### config.mk
export PLATFORM = sky130hd
export DESIGN_NAME = id3v2_tag_frame_walker_unit
export DESIGN_NICKNAME = d
export VERILOG_FILES = /design/src/hw/rtl/id3fw_pkg.sv /design/src/hw/rtl/id3v2_tag_frame_walker_unit.sv /design/src/hw/rtl/id3fw_parser.sv /design/src/hw/rtl/id3fw_out_skid.sv
export SDC_FILE = /design/constraint.sdc
export NUM_CORES = 1
export LEC_CHECK = 0
export BUFFER_PORTS_ARGS = -buffer_cell sky130_fd_sc_hd__buf_2
export CAP_MARGIN = 15
export CORE_MARGIN = 2
export CORE_UTILIZATION = 60
export CTS_CLUSTER_SIZE = 28
export DETAILED_ROUTE_END_ITERATION = 16
export PLACE_DENSITY = 0.8
export REMOVE_ABC_BUFFERS = 1
export SLEW_MARGIN = 10
export SYNTH_ARGS = -nofsm -noshare
export SYNTH_HDL_FRONTEND = slang
export SYNTH_SLANG_ARGS = --single-unit
### constraint.sdc
create_clock -name i_clk -period 32.3 [get_ports i_clk]
set_clock_uncertainty 0.2 [all_clocks]
set_input_delay 6.46 -clock i_clk [delete_from_list [all_inputs] [get_ports i_clk]]
set_output_delay 6.46 -clock i_clk [all_outputs]
set_load 0.01 [all_outputs]
### src/hw/rtl/id3fw_pkg.sv
`timescale 1ns / 1ps
`default_nettype none
// ----------------------------------------------------------------------------
// ID3v2 frame walker package
// Event codes and the result beat type shared by the walker modules.
// ----------------------------------------------------------------------------
package id3fw_pkg;

    typedef enum logic [1:0] {
        EV_TAG_HDR   = 2'd0,
        EV_FRAME_HDR = 2'd1,
        EV_CONTENT   = 2'd2,
        EV_TAG_END   = 2'd3
    } t_event;

    localparam int HDR_LEN = 10;
    localparam int IDX_W = 4;
    localparam int TAG_SIZE_W = 28;

    typedef struct packed {
        t_event                  event_res;
        logic [7:0]              major_version;
        logic [7:0]              revision;
        logic [7:0]              header_flags;
        logic [TAG_SIZE_W-1:0]   tag_size;
        logic [31:0]             frame_id;
        logic [31:0]             frame_size;
        logic [15:0]             frame_flags;
        logic [7:0]              content_byte;
        logic                    last_content;
        logic                    end_reason;
    } t_result;

endpackage
`default_nettype wire

### src/hw/rtl/id3v2_tag_frame_walker_unit.sv
`timescale 1ns / 1ps
`default_nettype none
// ----------------------------------------------------------------------------
// ID3v2 tag frame walker
// Parses an ID3v2 tag header and walks its frames, one file byte per beat.
//
//   Channel  Direction  Handshake            Payload
//   input    in         i_valid / o_stall    i_data_byte, i_start_of_file
//   output   out        o_valid / i_stall    o_event_res and the event fields
//
// Each accepted byte beat's result, if any, is registered in the output
// stage; one beat per cycle is sustained while o_stall is low.
// The walk state updates in the accepting cycle, so no stage holds a byte.
// The output register has a skid entry behind it; o_stall rises only when
// that entry is occupied, and is a register.
// Reset is synchronous and returns the parser to tag header collection.
// ----------------------------------------------------------------------------
module id3v2_tag_frame_walker_unit (
    input  wire logic                          i_clk,
    input  wire logic                          i_rst_n,
    input  wire logic                          i_valid,
    output logic                               o_stall,
    input  wire logic [7:0]                    i_data_byte,
    input  wire logic                          i_start_of_file,
    output logic                               o_valid,
    input  wire logic                          i_stall,
    output logic [1:0]                         o_event_res,
    output logic [7:0]                         o_major_version,
    output logic [7:0]                         o_revision,
    output logic [7:0]                         o_header_flags,
    output logic [id3fw_pkg::TAG_SIZE_W-1:0]   o_tag_size,
    output logic [31:0]                        o_frame_id,
    output logic [31:0]                        o_frame_size,
    output logic [15:0]                        o_frame_flags,
    output logic [7:0]                         o_content_byte,
    output logic                               o_last_content,
    output logic                               o_end_reason
);
    import id3fw_pkg::*;

    logic    w_accept;
    logic    w_res_valid;
    logic    w_full;
    t_result w_res;
    t_result w_out;

    assign o_stall  = w_full;
    assign w_accept = i_valid && !w_full;

    id3fw_parser u_parser (
        .i_clk           (i_clk),
        .i_rst_n         (i_rst_n),
        .i_en            (w_accept),
        .i_data_byte     (i_data_byte),
        .i_start_of_file (i_start_of_file),
        .o_res_valid     (w_res_valid),
        .o_res           (w_res)
    );

    id3fw_out_skid u_out (
        .i_clk       (i_clk),
        .i_rst_n     (i_rst_n),
        .i_res_valid (w_accept && w_res_valid),
        .i_res       (w_res),
        .o_full      (w_full),
        .o_valid     (o_valid),
        .i_stall     (i_stall),
        .o_res       (w_out)
    );

    assign o_event_res     = w_out.event_res;
    assign o_major_version = w_out.major_version;
    assign o_revision      = w_out.revision;
    assign o_header_flags  = w_out.header_flags;
    assign o_tag_size      = w_out.tag_size;
    assign o_frame_id      = w_out.frame_id;
    assign o_frame_size    = w_out.frame_size;
    assign o_frame_flags   = w_out.frame_flags;
    assign o_content_byte  = w_out.content_byte;
    assign o_last_content  = w_out.last_content;
    assign o_end_reason    = w_out.end_reason;

endmodule
`default_nettype wire

### src/hw/rtl/id3fw_parser.sv
`timescale 1ns / 1ps
`default_nettype none
// ----------------------------------------------------------------------------
// ID3v2 frame walker parser
// Holds the walk state and turns each accepted byte into at most one result.
// ----------------------------------------------------------------------------
module id3fw_parser (
    input  wire logic              i_clk,
    input  wire logic              i_rst_n,
    input  wire logic              i_en,
    input  wire logic [7:0]        i_data_byte,
    input  wire logic              i_start_of_file,
    output logic                   o_res_valid,
    output id3fw_pkg::t_result     o_res
);
    import id3fw_pkg::*;

    typedef enum logic [1:0] {
        PH_TAGHDR  = 2'd0,
        PH_FRMHDR  = 2'd1,
        PH_CONTENT = 2'd2,
        PH_DONE    = 2'd3
    } t_phase;

    localparam logic [IDX_W-1:0] LAST_IDX = IDX_W'(HDR_LEN - 1);

    t_phase                 r_phase, n_phase;
    logic [IDX_W-1:0]       r_idx, n_idx;
    logic [TAG_SIZE_W-1:0]  r_tag_rem, n_tag_rem;
    logic [31:0]            r_frame_rem, n_frame_rem;
    logic [7:0]             r_hb [HDR_LEN];

    t_phase                 w_phase;
    logic [IDX_W-1:0]       w_idx;
    logic                   w_hb_we;
    logic                   w_tag_zero;
    logic [TAG_SIZE_W-1:0]  w_tag_dec;
    logic [31:0]            w_frame_dec;
    logic [31:0]            w_frame_size;
    logic                   w_last;

    always_comb begin
        w_phase      = i_start_of_file ? PH_TAGHDR : r_phase;
        w_idx        = i_start_of_file ? '0 : r_idx;
        w_tag_zero   = (r_tag_rem == '0);
        w_tag_dec    = r_tag_rem - 1'b1;
        w_frame_dec  = (r_frame_rem != '0) ? r_frame_rem - 1'b1 : '0;
        w_frame_size = {r_hb[4], r_hb[5], r_hb[6], r_hb[7]};
        w_last       = (w_frame_dec == '0) || (w_tag_dec == '0);

        n_phase     = w_phase;
        n_idx       = w_idx;
        n_tag_rem   = r_tag_rem;
        n_frame_rem = r_frame_rem;
        w_hb_we     = 1'b0;
        o_res_valid = 1'b0;
        o_res       = '0;

        case (w_phase)
            PH_TAGHDR: begin
                w_hb_we = 1'b1;
                if (w_idx == LAST_IDX) begin
                    n_idx                = '0;
                    n_tag_rem            = {r_hb[6][6:0], r_hb[7][6:0],
                                            r_hb[8][6:0], i_data_byte[6:0]};
                    n_phase              = PH_FRMHDR;
                    o_res_valid          = 1'b1;
                    o_res.event_res      = EV_TAG_HDR;
                    o_res.major_version  = r_hb[3];
                    o_res.revision       = r_hb[4];
                    o_res.header_flags   = r_hb[5];
                    o_res.tag_size       = n_tag_rem;
                end else begin
                    n_idx = w_idx + 1'b1;
                end
            end
            PH_FRMHDR: begin
                if (w_tag_zero) begin
                    n_phase         = PH_DONE;
                    o_res_valid     = 1'b1;
                    o_res.event_res = EV_TAG_END;
                end else begin
                    w_hb_we   = 1'b1;
                    n_tag_rem = w_tag_dec;
                    if (w_idx == LAST_IDX) begin
                        n_idx = '0;
                        if (w_frame_size == '0) begin
                            n_phase          = PH_DONE;
                            o_res_valid      = 1'b1;
                            o_res.event_res  = EV_TAG_END;
                            o_res.end_reason = 1'b1;
                        end else begin
                            n_frame_rem       = w_frame_size;
                            n_phase           = PH_CONTENT;
                            o_res_valid       = 1'b1;
                            o_res.event_res   = EV_FRAME_HDR;
                            o_res.frame_id    = {r_hb[0], r_hb[1], r_hb[2], r_hb[3]};
                            o_res.frame_size  = w_frame_size;
                            o_res.frame_flags = {r_hb[8], i_data_byte};
                        end
                    end else begin
                        n_idx = w_idx + 1'b1;
                    end
                end
            end
            PH_CONTENT: begin
                o_res_valid = 1'b1;
                if (w_tag_zero) begin
                    n_phase         = PH_DONE;
                    o_res.event_res = EV_TAG_END;
                end else begin
                    n_tag_rem          = w_tag_dec;
                    n_frame_rem        = w_frame_dec;
                    o_res.event_res    = EV_CONTENT;
                    o_res.content_byte = i_data_byte;
                    o_res.last_content = w_last;
                    if (w_last) begin
                        n_phase = PH_FRMHDR;
                        n_idx   = '0;
                    end
                end
            end
            PH_DONE: begin
                o_res_valid = 1'b0;
            end
            default: begin
                o_res_valid = 1'b0;
            end
        endcase
    end

    always_ff @(posedge i_clk) begin
        if (!i_rst_n) begin
            r_phase     <= PH_TAGHDR;
            r_idx       <= '0;
            r_tag_rem   <= '0;
            r_frame_rem <= '0;
        end else if (i_en) begin
            r_phase     <= n_phase;
            r_idx       <= n_idx;
            r_tag_rem   <= n_tag_rem;
            r_frame_rem <= n_frame_rem;
        end
        if (i_en && w_hb_we) begin
            r_hb[w_idx] <= i_data_byte;
        end
    end

endmodule
`default_nettype wire

### src/hw/rtl/id3fw_out_skid.sv
`timescale 1ns / 1ps
`default_nettype none
// ----------------------------------------------------------------------------
// ID3v2 frame walker output stage
// Result register with a skid entry, so the input stall is a register.
// ----------------------------------------------------------------------------
module id3fw_out_skid (
    input  wire logic              i_clk,
    input  wire logic              i_rst_n,
    input  wire logic              i_res_valid,
    input  wire id3fw_pkg::t_result i_res,
    output logic                   o_full,
    output logic                   o_valid,
    input  wire logic              i_stall,
    output id3fw_pkg::t_result     o_res
);
    import id3fw_pkg::*;

    t_result r_out, r_skid;
    logic    r_out_valid, r_skid_valid;
    logic    w_take;

    assign w_take  = r_out_valid && !i_stall;
    assign o_full  = r_skid_valid;
    assign o_valid = r_out_valid;
    assign o_res   = r_out;

    always_ff @(posedge i_clk) begin
        if (!i_rst_n) begin
            r_out_valid  <= 1'b0;
            r_skid_valid <= 1'b0;
        end else if (r_skid_valid) begin
            if (w_take) begin
                r_out        <= r_skid;
                r_skid_valid <= 1'b0;
            end
        end else if (i_res_valid) begin
            if (!r_out_valid || w_take) begin
                r_out       <= i_res;
                r_out_valid <= 1'b1;
            end else begin
                r_skid       <= i_res;
                r_skid_valid <= 1'b1;
            end
        end else if (w_take) begin
            r_out_valid <= 1'b0;
        end
    end

endmodule
`default_nettype wire

==> impl_metrics.ini <==
[synthesis]
synth.distinct_cells = 87
synth.avg_cell_area_sq_um = 12.77
async_flop_share = 0
synth_edf_count = 360
synth-main-ff-cell = edfxtp_1
ys_ff_latch = 428
syn_area_sq_um = 19300
ys.warnings.count = 0
synthCells = 1511
yosysSeqAreaShare = 0.6306

[placed_design]
pre_cts_slack_ps = 21180
dpl.hpwl_mm = 29.15
dpl.cell_count = 1991
routabilityCongestion = 0.9512
dpl_cell_area_sq_um = 20380
io_buffers = 158

[sta]
clock.fmax_mhz = 97.55
slew_headroom = 0.2847
hold_viol_final = 0
worstMarginPinSlew_ps = 1069
setup_tns_ps = 0
rsz0062_at_grt = false
slew_viol_final = 0
min_period_over_period = 0.3174
whs_ps = 316.5
period_needed_ps = 10250
setup_slack_ps = 22050
setup_viol = 0

[cells_and_area]
final_cells = 2071
regArea_sq_um = 12180
fillers = 2185
design_area_sq_um = 21700
final_util = 0.6858
insertedDiodeCount = 0
multi_input_area_sq_um = 6625
final_nets = 1656
syn_to_final_growth_pct = 12.41
drive_above_1_share = 0.2546

[grt]
gr-total-overflow = 0
grt_pass1_vias = 12669
antenna_found_initial = 2
grt_max_degree = 77
grtUsageTotal = 0.2755
grt_pass1_wl_mm = 71.68

[die]
fp.dieW_microns = 183.4
die_h_microns = 183.4
row_count = 65
ioPinCount = 159
start_util = 0.6101
core_area_sq_um = 31640
die_area_sq_um = 33620

[detailed_routing]
dr.pass1.iters = 6
drc = 0
routed_wl_mm = 46.06
avgViaCountPerCell = 6.433
final_antenna_net_count = 0
num_vias = 13323
wl_per_cell_microns = 22.24
drt_iter0_markers = 1530

[power_and_ir_drop]
power_mw = 1.211
p_leak_nw = 8.316
powerDensity_nw_per_um2 = 55.81
irDropWorstVdd_mv = 0.03658

[clock_network]
clkTransAtPathRegs_ps = 60
tritoncts = yes
numClockSinks = 428
clockBufferDepth = 3
cts_resized = 0
cts-root-buf = clkbuf_16
postCtsHoldBufs = 0
htreeDepth = 2
post-cts-setup-buffer-count = 0
cts_buffers = 43
clk_latency_ps = 540

[worst_setup_path]
worstPathArrival_ps = 10210
setup.worst_path.start_class = input port
path_class = input port to register
worst-path-max-fanout = 67
required_ps = 32260
endpoint_kind = register

[min_path]
hp-class = register to register

[run]
drv_cap = 0

[run_status]
status = completed
[power breakdown]
part	switching, mW	internal [mW]
logic	0.0990	0.0473
clock network	0.201	0.255
registers	0.00792	0.600
[layout by cell type, fill, tap and decap left out, drive strengths merged, types with 51 or more instances in the layout]
master  instances
edfxtp        360
mux2          147
nor2           97
and3           55
dfxtp          68
nand2          75
o21ai          51
a21oi          68
clkbuf         58
buf           181
nor4           53
nor3           51
and2           79
[worst max-delay path, stage by stage]
cell,delay [ps]
buf_2,160
nor2_1,230
nand3b_1,610
nand2_1,350
o211ai_1,270
a21oi_4,690
buf_4,620
buf_4,760
[kinds of logic after synthesis]
family / after synthesis / share of synthesized area
flops: 428 / 0.6306
simple gates: 535 / 0.1595
mux: 150 / 0.08751
xor+xnor: 19 / 0.008622
compound gates: 235 / 0.08013
fa+ha+maj: 8 / 0.005186
buf+inv: 136 / 0.02839
[routing by layer]
metal / GRT usage / up-vias / routed length (microns)
met5: 0 / - / 27
met4: 0.1005 / 4 / 1600
met3: 0.04567 / 102 / 3664
met2: 0.4292 / 631 / 21170
met1: 0.3942 / 6570 / 19600
li1: - / 6016 / -
[layout make-up]
class,count,share of cell area
clock inverters,21,0.006863
flip-flops and latches,428,0.5612
multi-input cells,947,0.3054
clock buffers,58,0.05219
well taps,402,0.02318
repair buffers,181,0.04533
inverters,34,0.005882
[state kept, by name, indices dropped and copies added, names as in the netlist]
| name | flops |
|---|---|
| u_parser.r_hb | 72 |
| u_parser.r_frame_rem | 32 |
| u_parser.r_tag_rem | 28 |
| u_out.o_res | 144 |
| u_parser.r_idx | 4 |
| u_out.o_valid | 1 |
| u_parser.r_phase | 2 |
| u_out.o_full | 1 |
| u_out.r_skid | 144 |
[synthesized netlist by cell type (13+ instances only)]
master,count,area share
edfxtp_1,360,0.56
xnor2_1,13,0.0059
inv_1,31,0.0060
o21ai_0,40,0.010
a21oi_1,67,0.017
nor3_1,48,0.012
buf_2,15,0.0039
clkbuf_1,83,0.016
nor2_1,96,0.019
and3_1,55,0.018
nand3_1,21,0.0054
dfxtp_1,68,0.071
a22oi_1,15,0.0058
nor4_1,46,0.015
nand4_1,16,0.0052
mux2_2,146,0.085
and2_1,79,0.026
nand2_1,75,0.015
[worst paths after layout]
kind,from,to,slack (ps),cells past startpoint
worst min-delay path,u_parser.r_tag_rem[25]$_SDFFE_PN0P_,u_parser.r_tag_rem[25]$_SDFFE_PN0P_,320,2
worst min register to register,u_parser.r_tag_rem[25]$_SDFFE_PN0P_,u_parser.r_tag_rem[25]$_SDFFE_PN0P_,320,2
worst max register to register,u_parser.r_tag_rem[11]$_SDFFE_PN0P_,u_out.o_res[86]$_DFFE_PP_,27170,8
worst max-delay path,i_start_of_file,u_out.o_res[86]$_DFFE_PP_,22050,8
Note: power is estimated with default switching activity, not from simulation.
